### src/hw/rtl/wsfe_pkg.sv
package wsfe_pkg;

  // Frame geometry and queue sizing.
  localparam int FrameBytes = 9;
  localparam int FrameBits  = FrameBytes * 8;
  localparam int QueueDepth = 2;
  localparam int QueuePtrW  = $clog2(QueueDepth);
  localparam int QueueCntW  = $clog2(QueueDepth + 1);
  localparam int CfgAddrW   = 4;
  localparam int CfgDataW   = 32;

  // Type bytes for the two frame kinds.
  localparam logic [7:0] TypeLong0  = 8'h1A;
  localparam logic [7:0] TypeLong1  = 8'h2D;
  localparam logic [7:0] TypeShort0 = 8'hEA;
  localparam logic [7:0] TypeShort1 = 8'h4C;

  // Field codes and arithmetic constants.
  localparam logic [7:0]         BattLowCode = 8'h0C;
  localparam logic [7:0]         SignNegCode = 8'h08;
  localparam logic [7:0]         CsumBias    = 8'h0A;
  localparam logic signed [10:0] TempMax     = 11'sd999;
  localparam logic signed [10:0] TempMin     = -11'sd999;
  localparam logic [6:0]         HumMax      = 7'd99;
  localparam logic [7:0]         Recip10     = 8'd205;
  localparam int                 Recip10Sh   = 11;

  // Bit counts of each section of one copy.
  localparam logic [6:0] PreBits       = 7'd16;
  localparam logic [6:0] DataBitsLong  = 7'd72;
  localparam logic [6:0] DataBitsShort = 7'd64;
  localparam logic [6:0] PostBitsLong  = 7'd8;
  localparam logic [6:0] PostBitsShort = 7'd4;

  // Register indexes on the configuration port.
  localparam logic [1:0] RegChannel = 2'd0;
  localparam logic [1:0] RegIdent   = 2'd1;
  localparam logic [1:0] RegHumMode = 2'd2;

  // Sequencer phases of the back end.
  typedef enum logic [2:0] {
    PH_IDLE,
    PH_PRE,
    PH_DATA,
    PH_POST,
    PH_PAUSE
  } phase_e;

  // Configuration registers as seen by the front end.
  typedef struct packed {
    logic [7:0] channel_code;
    logic [7:0] sensor_ident;
    logic       humidity_mode;
  } cfg_t;

  // One classified item in the queue between front and back.
  typedef struct packed {
    logic                 is_load;
    logic                 long_frame;
    logic [FrameBits-1:0] frame;
  } op_t;

endpackage

### src/hw/rtl/wsfe_if.sv
// Input channel: one measurement or tick item.
interface wsfe_in_if;
  logic               valid;
  logic               ready;
  logic               action;
  logic signed [10:0] temperature_tenths;
  logic        [6:0]  humidity_percent;
  logic               battery_ok;

  modport source (output valid, action, temperature_tenths, humidity_percent, battery_ok,
                  input ready);
  modport sink   (input valid, action, temperature_tenths, humidity_percent, battery_ok,
                  output ready);
endinterface

// Output channel: one result item per input item.
interface wsfe_out_if;
  logic valid;
  logic ready;
  logic line_level;
  logic busy_res;
  logic accepted;

  modport source (output valid, line_level, busy_res, accepted, input ready);
  modport sink   (input valid, line_level, busy_res, accepted, output ready);
endinterface

### src/hw/rtl/wsfe_regs.sv
module wsfe_regs
  import wsfe_pkg::*;
(
  input  logic                clk_i,
  input  logic                rst_ni,
  input  logic                psel,
  input  logic                penable,
  input  logic                pwrite,
  input  logic [CfgAddrW-1:0] paddr,
  input  logic [CfgDataW-1:0] pwdata,
  output logic [CfgDataW-1:0] prdata,
  output logic                pready,
  output cfg_t                cfg_o
);

  cfg_t       cfg_q, cfg_d;
  logic       wr_en;
  logic [1:0] reg_idx;

  assign pready  = 1'b1;
  assign reg_idx = paddr[3:2];
  assign wr_en   = psel && penable && pwrite;

  // Register write decode; writes beyond the list fall through.
  always_comb begin
    cfg_d = cfg_q;
    if (wr_en) begin
      unique case (reg_idx)
        RegChannel: cfg_d.channel_code  = pwdata[7:0];
        RegIdent:   cfg_d.sensor_ident  = pwdata[7:0];
        RegHumMode: cfg_d.humidity_mode = pwdata[0];
        default: ;
      endcase
    end
  end

  always_ff @(posedge clk_i or negedge rst_ni) begin
    if (!rst_ni) begin
      cfg_q.channel_code  <= 8'd16;
      cfg_q.sensor_ident  <= 8'd0;
      cfg_q.humidity_mode <= 1'b0;
    end else begin
      cfg_q <= cfg_d;
    end
  end

  // Read back.
  always_comb begin
    unique case (reg_idx)
      RegChannel: prdata = {24'd0, cfg_q.channel_code};
      RegIdent:   prdata = {24'd0, cfg_q.sensor_ident};
      RegHumMode: prdata = {31'd0, cfg_q.humidity_mode};
      default:    prdata = '0;
    endcase
  end

  assign cfg_o = cfg_q;

endmodule

### src/hw/rtl/wsfe_front.sv
module wsfe_front
  import wsfe_pkg::*;
(
  input  logic         clk_i,
  input  logic         rst_ni,
  wsfe_in_if.sink      in_s,
  input  cfg_t         cfg_i,
  output op_t          op_o,
  output logic         op_valid_o,
  input  logic         op_ready_i
);

  // First stage: clamping and the first digit split.
  logic       s1_valid_q;
  logic       s1_load_q, s1_long_q, s1_neg_q, s1_batt_q;
  logic [9:0] s1_mag_q;
  logic [6:0] s1_whole_q;
  logic [6:0] s1_hum_q;
  logic [3:0] s1_hum_tens_q;
  logic [7:0] s1_chan_q, s1_ident_q;

  logic               take;
  logic signed [10:0] temp_c;
  logic        [9:0]  mag;
  logic        [17:0] mag_prod;
  logic        [6:0]  hum_c;
  logic        [14:0] hum_prod;

  assign in_s.ready = !s1_valid_q || op_ready_i;
  assign take       = in_s.valid && in_s.ready;

  always_comb begin
    if (in_s.temperature_tenths > TempMax) begin
      temp_c = TempMax;
    end else if (in_s.temperature_tenths < TempMin) begin
      temp_c = TempMin;
    end else begin
      temp_c = in_s.temperature_tenths;
    end
    mag      = temp_c[10] ? 10'(-temp_c) : 10'(temp_c);
    mag_prod = 18'(mag) * 18'(Recip10);
    hum_c    = (in_s.humidity_percent > HumMax) ? HumMax : in_s.humidity_percent;
    hum_prod = 15'(hum_c) * 15'(Recip10);
  end

  always_ff @(posedge clk_i or negedge rst_ni) begin
    if (!rst_ni) begin
      s1_valid_q <= 1'b0;
    end else if (in_s.ready) begin
      s1_valid_q <= in_s.valid;
    end
  end

  always_ff @(posedge clk_i) begin
    if (take) begin
      s1_load_q     <= in_s.action;
      s1_long_q     <= cfg_i.humidity_mode;
      s1_neg_q      <= in_s.temperature_tenths[10];
      s1_batt_q     <= in_s.battery_ok;
      s1_mag_q      <= mag;
      s1_whole_q    <= mag_prod[Recip10Sh+6:Recip10Sh];
      s1_hum_q      <= hum_c;
      s1_hum_tens_q <= hum_prod[Recip10Sh+3:Recip10Sh];
      s1_chan_q     <= cfg_i.channel_code;
      s1_ident_q    <= cfg_i.sensor_ident;
    end
  end

  // Second stage: remaining digits, frame bytes and checksum.
  function automatic logic [7:0] nib_pair(input logic [7:0] b);
    return 8'(b[7:4]) + 8'(b[3:0]);
  endfunction

  logic [14:0] whole_prod;
  logic [3:0]  temp_tens, temp_units, temp_tenth, hum_units;
  logic [7:0]  b0, b1, b4, b5, b6, b7, b8;
  logic [7:0]  head_sum, csum;

  always_comb begin
    whole_prod = 15'(s1_whole_q) * 15'(Recip10);
    temp_tens  = whole_prod[Recip10Sh+3:Recip10Sh];
    temp_units = 4'(s1_whole_q - 7'(7'(temp_tens) * 7'd10));
    temp_tenth = 4'(s1_mag_q - 10'(10'(s1_whole_q) * 10'd10));
    hum_units  = 4'(s1_hum_q - 7'(7'(s1_hum_tens_q) * 7'd10));

    b0 = s1_long_q ? TypeLong0 : TypeShort0;
    b1 = s1_long_q ? TypeLong1 : TypeShort1;
    b4 = (s1_batt_q ? 8'h00 : BattLowCode) | {temp_tenth, 4'h0};
    b5 = {temp_tens, temp_units};
    b6 = s1_neg_q ? SignNegCode : 8'h00;
    head_sum = nib_pair(b0) + nib_pair(b1) + nib_pair(s1_chan_q) + nib_pair(s1_ident_q)
             + nib_pair(b4) + nib_pair(b5);

    if (s1_long_q) begin
      b6   = b6 | {hum_units, 4'h0};
      b7   = 8'(s1_hum_tens_q);
      csum = head_sum + nib_pair(b6) + nib_pair(b7) - CsumBias;
      b8   = csum;
    end else begin
      csum = head_sum + 8'(b6[3:0]) - CsumBias;
      b6   = b6 | {csum[3:0], 4'h0};
      b7   = 8'(csum[7:4]);
      b8   = 8'h00;
    end

    op_o.is_load    = s1_load_q;
    op_o.long_frame = s1_long_q;
    op_o.frame      = {b8, b7, b6, b5, b4, s1_ident_q, s1_chan_q, b1, b0};
  end

  assign op_valid_o = s1_valid_q;

endmodule

### src/hw/rtl/wsfe_queue.sv
module wsfe_queue
  import wsfe_pkg::*;
(
  input  logic clk_i,
  input  logic rst_ni,
  input  op_t  push_data_i,
  input  logic push_valid_i,
  output logic push_ready_o,
  output op_t  pop_data_o,
  output logic pop_valid_o,
  input  logic pop_ready_i
);

  op_t                  entry_q [QueueDepth];
  logic [QueuePtrW-1:0] wr_ptr_q, rd_ptr_q;
  logic [QueueCntW-1:0] count_q;
  logic                 push, pop;

  assign push_ready_o = count_q != QueueCntW'(QueueDepth);
  assign pop_valid_o  = count_q != '0;
  assign push         = push_valid_i && push_ready_o;
  assign pop          = pop_valid_o && pop_ready_i;
  assign pop_data_o   = entry_q[rd_ptr_q];

  // Pointer wrap at the queue depth.
  function automatic logic [QueuePtrW-1:0] next_ptr(input logic [QueuePtrW-1:0] p);
    return (p == QueuePtrW'(QueueDepth - 1)) ? '0 : p + 1'b1;
  endfunction

  always_ff @(posedge clk_i or negedge rst_ni) begin
    if (!rst_ni) begin
      wr_ptr_q <= '0;
      rd_ptr_q <= '0;
      count_q  <= '0;
    end else begin
      if (push) wr_ptr_q <= next_ptr(wr_ptr_q);
      if (pop)  rd_ptr_q <= next_ptr(rd_ptr_q);
      if (push && !pop) begin
        count_q <= count_q + 1'b1;
      end else if (pop && !push) begin
        count_q <= count_q - 1'b1;
      end
    end
  end

  always_ff @(posedge clk_i) begin
    if (push) entry_q[wr_ptr_q] <= push_data_i;
  end

endmodule

### src/hw/rtl/wsfe_back.sv
module wsfe_back
  import wsfe_pkg::*;
(
  input  logic      clk_i,
  input  logic      rst_ni,
  input  op_t       op_i,
  input  logic      op_valid_i,
  output logic      op_ready_o,
  wsfe_out_if.source out_s
);

  phase_e               phase_q, phase_d;
  logic [6:0]           bit_cnt_q, bit_cnt_d;
  logic [1:0]           slot_q, slot_d;
  logic [3:0]           pause_q, pause_d;
  logic                 copy_q, copy_d;
  logic                 pin_q, pin_d;
  logic                 long_q, long_d;
  logic [FrameBits-1:0] frame_q;
  logic                 out_valid_q;
  logic                 level_q, busy_q, acc_q;

  logic       pop, load_frame;
  logic       level, acc, bit_v;
  logic [6:0] bit_next, limit;

  assign op_ready_o = !out_valid_q || out_s.ready;
  assign pop        = op_valid_i && op_ready_o;

  // Step of the slot sequencer for one item.
  always_comb begin
    phase_d    = phase_q;
    bit_cnt_d  = bit_cnt_q;
    slot_d     = slot_q;
    pause_d    = pause_q;
    copy_d     = copy_q;
    pin_d      = pin_q;
    long_d     = long_q;
    load_frame = 1'b0;
    acc        = 1'b0;
    level      = pin_q;
    bit_v      = 1'b0;
    bit_next   = bit_cnt_q + 1'b1;
    limit      = PreBits;

    unique case (phase_q)
      PH_PRE:  limit = PreBits;
      PH_DATA: limit = long_q ? DataBitsLong : DataBitsShort;
      default: limit = long_q ? PostBitsLong : PostBitsShort;
    endcase

    if (op_i.is_load) begin
      // A load is taken only while idle; otherwise it is dropped.
      if (phase_q == PH_IDLE) begin
        load_frame = 1'b1;
        long_d     = op_i.long_frame;
        phase_d    = PH_PRE;
        bit_cnt_d  = '0;
        slot_d     = '0;
        pause_d    = '0;
        copy_d     = 1'b0;
        acc        = 1'b1;
      end
    end else if (phase_q == PH_IDLE) begin
      level = 1'b0;
    end else if (phase_q == PH_PAUSE) begin
      level   = 1'b0;
      pin_d   = 1'b0;
      pause_d = pause_q + 1'b1;
      if (pause_q == 4'hF) begin
        copy_d    = 1'b1;
        phase_d   = PH_PRE;
        bit_cnt_d = '0;
        slot_d    = '0;
      end
    end else begin
      unique case (phase_q)
        PH_PRE:  bit_v = 1'b1;
        PH_DATA: bit_v = frame_q[bit_cnt_q];
        default: bit_v = 1'b0;
      endcase
      // A one is low-high-high-low, a zero is high-low-low-high.
      level  = bit_v ^ ((slot_q == 2'd0) || (slot_q == 2'd3));
      pin_d  = level;
      slot_d = slot_q + 1'b1;
      if (slot_q == 2'd3) begin
        bit_cnt_d = bit_next;
        if (bit_next >= limit) begin
          bit_cnt_d = '0;
          unique case (phase_q)
            PH_PRE:  phase_d = PH_DATA;
            PH_DATA: phase_d = PH_POST;
            default: begin
              if (!copy_q) begin
                phase_d = PH_PAUSE;
                pause_d = '0;
              end else begin
                phase_d = PH_IDLE;
                copy_d  = 1'b0;
                pin_d   = 1'b0;
              end
            end
          endcase
        end
      end
    end
  end

  // Sequencer state.
  always_ff @(posedge clk_i or negedge rst_ni) begin
    if (!rst_ni) begin
      phase_q   <= PH_IDLE;
      bit_cnt_q <= '0;
      slot_q    <= '0;
      pause_q   <= '0;
      copy_q    <= 1'b0;
      pin_q     <= 1'b0;
      long_q    <= 1'b0;
    end else if (pop) begin
      phase_q   <= phase_d;
      bit_cnt_q <= bit_cnt_d;
      slot_q    <= slot_d;
      pause_q   <= pause_d;
      copy_q    <= copy_d;
      pin_q     <= pin_d;
      long_q    <= long_d;
    end
  end

  // Frame store, written only on a taken load.
  always_ff @(posedge clk_i) begin
    if (pop && load_frame) frame_q <= op_i.frame;
  end

  // Output register.
  always_ff @(posedge clk_i or negedge rst_ni) begin
    if (!rst_ni) begin
      out_valid_q <= 1'b0;
    end else if (op_ready_o) begin
      out_valid_q <= op_valid_i;
    end
  end

  always_ff @(posedge clk_i) begin
    if (pop) begin
      level_q <= level;
      busy_q  <= phase_d != PH_IDLE;
      acc_q   <= acc;
    end
  end

  assign out_s.valid      = out_valid_q;
  assign out_s.line_level = level_q;
  assign out_s.busy_res   = busy_q;
  assign out_s.accepted   = acc_q;

endmodule

### src/hw/rtl/weather_sensor_rf_frame_encoder.sv
// Channel    Direction  Handshake       Payload
// sensor_i   in         valid/ready     action, temperature_tenths, humidity_percent,
//                                       battery_ok
// frame_o    out        valid/ready     line_level, busy_res, accepted
// config     in/out     APB, pready=1   channel_code @0x0, sensor_ident @0x4,
//                                       humidity_mode @0x8
//
// One item per cycle sustained while the output is not stalled; a result passes
// through the front stage register, the queue and the output register.
// Reset clears all control state; the frame store holds nothing until a load.
// A two-entry queue parts the front from the back, so a stalled output only
// backs up into the front once the queue and the front stage are full.
module weather_sensor_rf_frame_encoder
  import wsfe_pkg::*;
(
  input  logic                clk_i,
  input  logic                rst_ni,
  wsfe_in_if.sink             sensor_i,
  wsfe_out_if.source          frame_o,
  input  logic                psel,
  input  logic                penable,
  input  logic                pwrite,
  input  logic [CfgAddrW-1:0] paddr,
  input  logic [CfgDataW-1:0] pwdata,
  output logic [CfgDataW-1:0] prdata,
  output logic                pready
);

  cfg_t cfg;
  op_t  front_op, back_op;
  logic front_valid, front_ready;
  logic back_valid, back_ready;

  // Configuration registers.
  wsfe_regs u_regs (
    .clk_i   (clk_i),
    .rst_ni  (rst_ni),
    .psel    (psel),
    .penable (penable),
    .pwrite  (pwrite),
    .paddr   (paddr),
    .pwdata  (pwdata),
    .prdata  (prdata),
    .pready  (pready),
    .cfg_o   (cfg)
  );

  // Front end: classify items and build frames.
  wsfe_front u_front (
    .clk_i      (clk_i),
    .rst_ni     (rst_ni),
    .in_s       (sensor_i),
    .cfg_i      (cfg),
    .op_o       (front_op),
    .op_valid_o (front_valid),
    .op_ready_i (front_ready)
  );

  // Queue between front and back.
  wsfe_queue u_queue (
    .clk_i        (clk_i),
    .rst_ni       (rst_ni),
    .push_data_i  (front_op),
    .push_valid_i (front_valid),
    .push_ready_o (front_ready),
    .pop_data_o   (back_op),
    .pop_valid_o  (back_valid),
    .pop_ready_i  (back_ready)
  );

  // Back end: slot sequencer and output register.
  wsfe_back u_back (
    .clk_i      (clk_i),
    .rst_ni     (rst_ni),
    .op_i       (back_op),
    .op_valid_i (back_valid),
    .op_ready_o (back_ready),
    .out_s      (frame_o)
  );

endmodule

### src/flat_wrapper.sv
// flat-port wrapper written by rule: the top's interface ports become plain ports
module weather_sensor_rf_frame_encoder_flat import wsfe_pkg::*;
  (clk_i, rst_ni, psel, penable, pwrite, paddr, pwdata, prdata, pready, sensor_i_valid, sensor_i_action, sensor_i_temperature_tenths, sensor_i_humidity_percent, sensor_i_battery_ok, sensor_i_ready, frame_o_valid, frame_o_line_level, frame_o_busy_res, frame_o_accepted, frame_o_ready);
  wsfe_in_if sensor_i_i ();
  wsfe_out_if frame_o_i ();
  input  logic clk_i;
  input  logic rst_ni;
  input  logic psel;
  input  logic penable;
  input  logic pwrite;
  input  logic [CfgAddrW-1:0] paddr;
  input  logic [CfgDataW-1:0] pwdata;
  output logic [CfgDataW-1:0] prdata;
  output logic pready;
  input wire logic [$bits(sensor_i_i.valid)-1:0] sensor_i_valid;
  input wire logic [$bits(sensor_i_i.action)-1:0] sensor_i_action;
  input wire logic [$bits(sensor_i_i.temperature_tenths)-1:0] sensor_i_temperature_tenths;
  input wire logic [$bits(sensor_i_i.humidity_percent)-1:0] sensor_i_humidity_percent;
  input wire logic [$bits(sensor_i_i.battery_ok)-1:0] sensor_i_battery_ok;
  output wire logic [$bits(sensor_i_i.ready)-1:0] sensor_i_ready;
  output wire logic [$bits(frame_o_i.valid)-1:0] frame_o_valid;
  output wire logic [$bits(frame_o_i.line_level)-1:0] frame_o_line_level;
  output wire logic [$bits(frame_o_i.busy_res)-1:0] frame_o_busy_res;
  output wire logic [$bits(frame_o_i.accepted)-1:0] frame_o_accepted;
  input wire logic [$bits(frame_o_i.ready)-1:0] frame_o_ready;
  assign sensor_i_i.valid = sensor_i_valid;
  assign sensor_i_i.action = sensor_i_action;
  assign sensor_i_i.temperature_tenths = sensor_i_temperature_tenths;
  assign sensor_i_i.humidity_percent = sensor_i_humidity_percent;
  assign sensor_i_i.battery_ok = sensor_i_battery_ok;
  assign sensor_i_ready = sensor_i_i.ready;
  assign frame_o_valid = frame_o_i.valid;
  assign frame_o_line_level = frame_o_i.line_level;
  assign frame_o_busy_res = frame_o_i.busy_res;
  assign frame_o_accepted = frame_o_i.accepted;
  assign frame_o_i.ready = frame_o_ready;
  weather_sensor_rf_frame_encoder u_core (.clk_i(clk_i), .rst_ni(rst_ni), .sensor_i(sensor_i_i), .frame_o(frame_o_i), .psel(psel), .penable(penable), .pwrite(pwrite), .paddr(paddr), .pwdata(pwdata), .prdata(prdata), .pready(pready));
endmodule
### config.mk
export PLATFORM = sky130hd
export DESIGN_NAME = weather_sensor_rf_frame_encoder_flat
export DESIGN_NICKNAME = d
export VERILOG_FILES = /design/src/hw/rtl/wsfe_pkg.sv /design/src/hw/rtl/wsfe_if.sv /design/src/hw/rtl/wsfe_regs.sv /design/src/hw/rtl/wsfe_front.sv /design/src/hw/rtl/wsfe_queue.sv /design/src/hw/rtl/wsfe_back.sv /design/src/hw/rtl/weather_sensor_rf_frame_encoder.sv /design/src/flat_wrapper.sv
export SDC_FILE = /design/constraint.sdc
export NUM_CORES = 1
export LEC_CHECK = 0
export BUFFER_PORTS_ARGS = -buffer_cell sky130_fd_sc_hd__buf_2
export CORE_MARGIN = 3
export CORE_UTILIZATION = 27
export CTS_CLUSTER_DIAMETER = 100
export DETAILED_ROUTE_END_ITERATION = 8
export GPL_ROUTABILITY_DRIVEN = 0
export SYNTH_ARGS = -nofsm -noshare
export SYNTH_HDL_FRONTEND = slang
export SYNTH_SLANG_ARGS = --single-unit
### constraint.sdc
create_clock -name clk_i -period 22.6 [get_ports clk_i]
set_input_delay 3.39 -clock clk_i [delete_from_list [all_inputs] [get_ports clk_i]]
set_output_delay 3.39 -clock clk_i [all_outputs]
set_load 0.1 [all_outputs]
==> summary.txt <==
Hold path
  • Hold WC Path Type: reg -> reg
  • Hold wc startpoint: u_core.u_front.s1_load_q

Global routing
  • First-pass GRT wire length: around 45 mm
  • Global route total overflow: 0
  • Largest net degree at the start of global routing: between 50 and 60
  • Initial antenna violation count: 0
  • Vias in the first global route: 8676
  • Overall Global Routing Usage: 0.0961

Clock tree
  • CTS tree: built
  • Post-CTS setup buffers: 0
  • Sink Count: 230
  • Clock slew at reported path FFs: about 0.06 ns
  • Cts bufs inserted: 26
  • H-tree depth: 1
  • Maximum root-to-sink buffer count: 3
  • Clk Latency, worst-skew pair: between 0.5 and 0.6 ns
  • CTS Hold Bufs: 0
  • Post_cts resized: 0
  • Root buffer cell: clkbuf_16

Drt
  • Final WL: 26.8 mm
  • Residual DRC: 0
  • Initial DRC Count: ~380
  • Final ANT Viol Nets: 0
  • Vias per cell: approximately 4.4
  • Drt first pass iters: 5
  • DR WL/cell: 14.2 um
  • Routed vias: about 8300

Critical path
  • CP max-delay cell: a2111oi_0
  • CP required: 22.88 ns
  • CP Launch Point: u_core.u_front.s1_whole_q[4]
  • CP most frequent cell: fa_1
  • Setup CP Type: reg -> reg
  • Critical Path End Type: register
  • Crit-path max cell delay: 0.64 ns
  • RR Startpoint: u_core.u_front.s1_whole_q[4]
  • Startpoint types: register
  • CP Data Arrival Time: 10.59 ns
  • Worst Path Max Fanout: 5

Layout
  • Fin nets: ~1500
  • Fillers: just over 5000
  • Inserted Diodes: 0
  • Fraction of layout cells with a size suffix above 1: 0.156
  • Layout Area Growth over Synthesis: 12.3%

Logic synthesis
  • EDFF count, synth: ~190
  • Synth Warn #: 0
  • Synth cell types: 71
  • Sequential area share after synthesis: 0.466
  • Syn_area_per_cell: approximately 13 um2
  • Synth Register Bits: between 200 and 250
  • Top_reg_cell synth: edfxtp_1
  • Post-Syn Area: between 10000 and 15000 um2
  • Synth Instances: about 1100
  • Post-synth ARST share: 0.183

Die
  • IO Pins: about 100
  • DIE HEIGHT: about 240 um
  • Core area: about 52000 um2
  • Die W: between 200 and 250 um
  • Die Area: around 56000 um2
  • FP Rows: 83
  • Starting Density: 0.276

Outcome
  • Status: finished clean

Timing
  • Tcrit/Tclk final: 0.456
  • Final Hold Fails: 0
  • Skew final: 0.0292 ns
  • Max-slew violations: 0
  • Fin Setup TNS: 0 ns
  • # setup viols final: 0
  • Max_slew headroom: 0.290
  • Peak Freq: between 0.09 and 0.1 GHz
  • Final min period: ~10 ns
  • Worst slew pin tran: roughly 1.1 ns
  • Unrepaired setup endpoints after global routing: false

Place
  • Port Buffers: about 50
  • HPWL after DPL: between 15 and 20 mm

Run
  • Max cap viols: 0
==> cells by family after synthesis <==
logic type | Yosys count | synth area share
adder cells (fa/ha/maj) | 228 | 0.233
AND/OR/NAND/NOR | 192 | 0.0668
other | 2 | 0.000522
multiplexers | 95 | 0.0801
AO/OA/AOI/OAI | 141 | 0.0634
buffers and inverters | 195 | 0.0578
flip-flops | 230 | 0.466
XOR/XNOR | 54 | 0.0329
==> final cells by class <==
class / instances / area [um2] / area share
flip-flops and latches: 230 / 6700 / 0.415
clock inverters: 14 / 108 / 0.00667
multi-input cells: 735 / 6950 / 0.430
repair buffers: 57 / 305 / 0.0189
well taps: 680 / 851 / 0.0527
inverters: 144 / 541 / 0.0335
clock buffers: 34 / 691 / 0.0428
==> metal layers <==
layer  vias up  global-route usage  wire length [um]
met5         -                   0                 0
met4         0              0.0211               459
met3        37              0.0158               948
met2        99               0.175             13700
met1      4051               0.119             11700
li1       4093                   -                 -
==> cell usage after synthesis, types with 15 or more instances <==
cell type,number,area (um2)
ha_1,161,2010
buf_4,26,195
nand2_1,44,165
o21ai_0,35,175
dfrtp_1,41,1030
nand3_1,15,75.1
clkbuf_1,22,82.6
mux2i_1,18,180
a21oi_1,38,190
inv_1,141,529
fa_1,66,1320
nor2_1,52,195
xor2_1,16,140
mux2_2,67,754
xnor2_1,38,333
edfxtp_1,188,5650
==> registers in the layout, indices dropped and copies added, names as in the netlist, 4 cells and up <==
name                          count
u_core.u_queue.entry_q           98
u_core.u_back.frame_q            48
u_core.u_regs.cfg_o              17
u_core.u_front.s1_chan_q          8
u_core.u_front.s1_ident_q         8
u_core.u_back.bit_cnt_q           7
u_core.u_front.s1_whole_q         7
u_core.u_back.pause_q             4
u_core.u_front.s1_hum_q           4
u_core.u_front.s1_hum_tens_q      4
u_core.u_front.s1_mag_q           4
==> placed cells by master, fill, tap and decap left out, drive strengths merged, types with 34 or more instances in the layout <==
cell      n
inv     141
xnor2    38
fa       66
o21ai    37
dfrtp    41
edfxtp  188
ha      161
buf      57
clkbuf   34
nor2     52
nand2    44
mux2     67
a21oi    38
==> through the flow <==
stage / area (um2) / setup slack (ns) / utilization / std cells / hold slack (ns)
floorplan: 14500 / 13.04 / - / 1160 / 0.421
global placement: 15300 / 12.13 / 0.295 / 1846 / 0.428
detailed placement: 15300 / 12.06 / 0.295 / 1846 / 0.451
CTS: 16100 / 12.21 / 0.310 / 1894 / 0.465
global route: 16100 / 11.59 / 0.310 / 1894 / 0.465
finish: 16100 / 12.29 / 0.310 / 1894 / 0.458
==> critical path: cells and delay by family (launching register included) <==
kind                     cells  cell delay [ns]
AO/OA/AOI/OAI                7             1.55
XOR/XNOR                     5             1.33
adder cells (fa/ha/maj)     14             5.74
buffers and inverters        6             0.55
flip-flops                   1             0.46
AND/OR/NAND/NOR              2             0.42
==> final timing paths <==
| check | end | slack (ns) | cells past startpoint |
|---|---|---|---|
| setup / recovery | u_core.u_queue.entry_q[1][66] | 12.29 | 34 |
| hold / removal | u_core.u_queue.entry_q[1][68] | 0.46 | 0 |
| setup reg to reg | u_core.u_queue.entry_q[1][66] | 12.29 | 34 |
| hold reg to reg | u_core.u_queue.entry_q[1][68] | 0.46 | 0 |
| max in group asynchronous | u_core.u_queue.rd_ptr_q | 18.85 | 1 |
| min in group asynchronous | u_core.u_regs.cfg_o[14] | 3.05 | 1 |
Power is left out: the tool's default activity adds up to more than one toggle a clock period on the data nets, which glitch-free logic cannot reach.
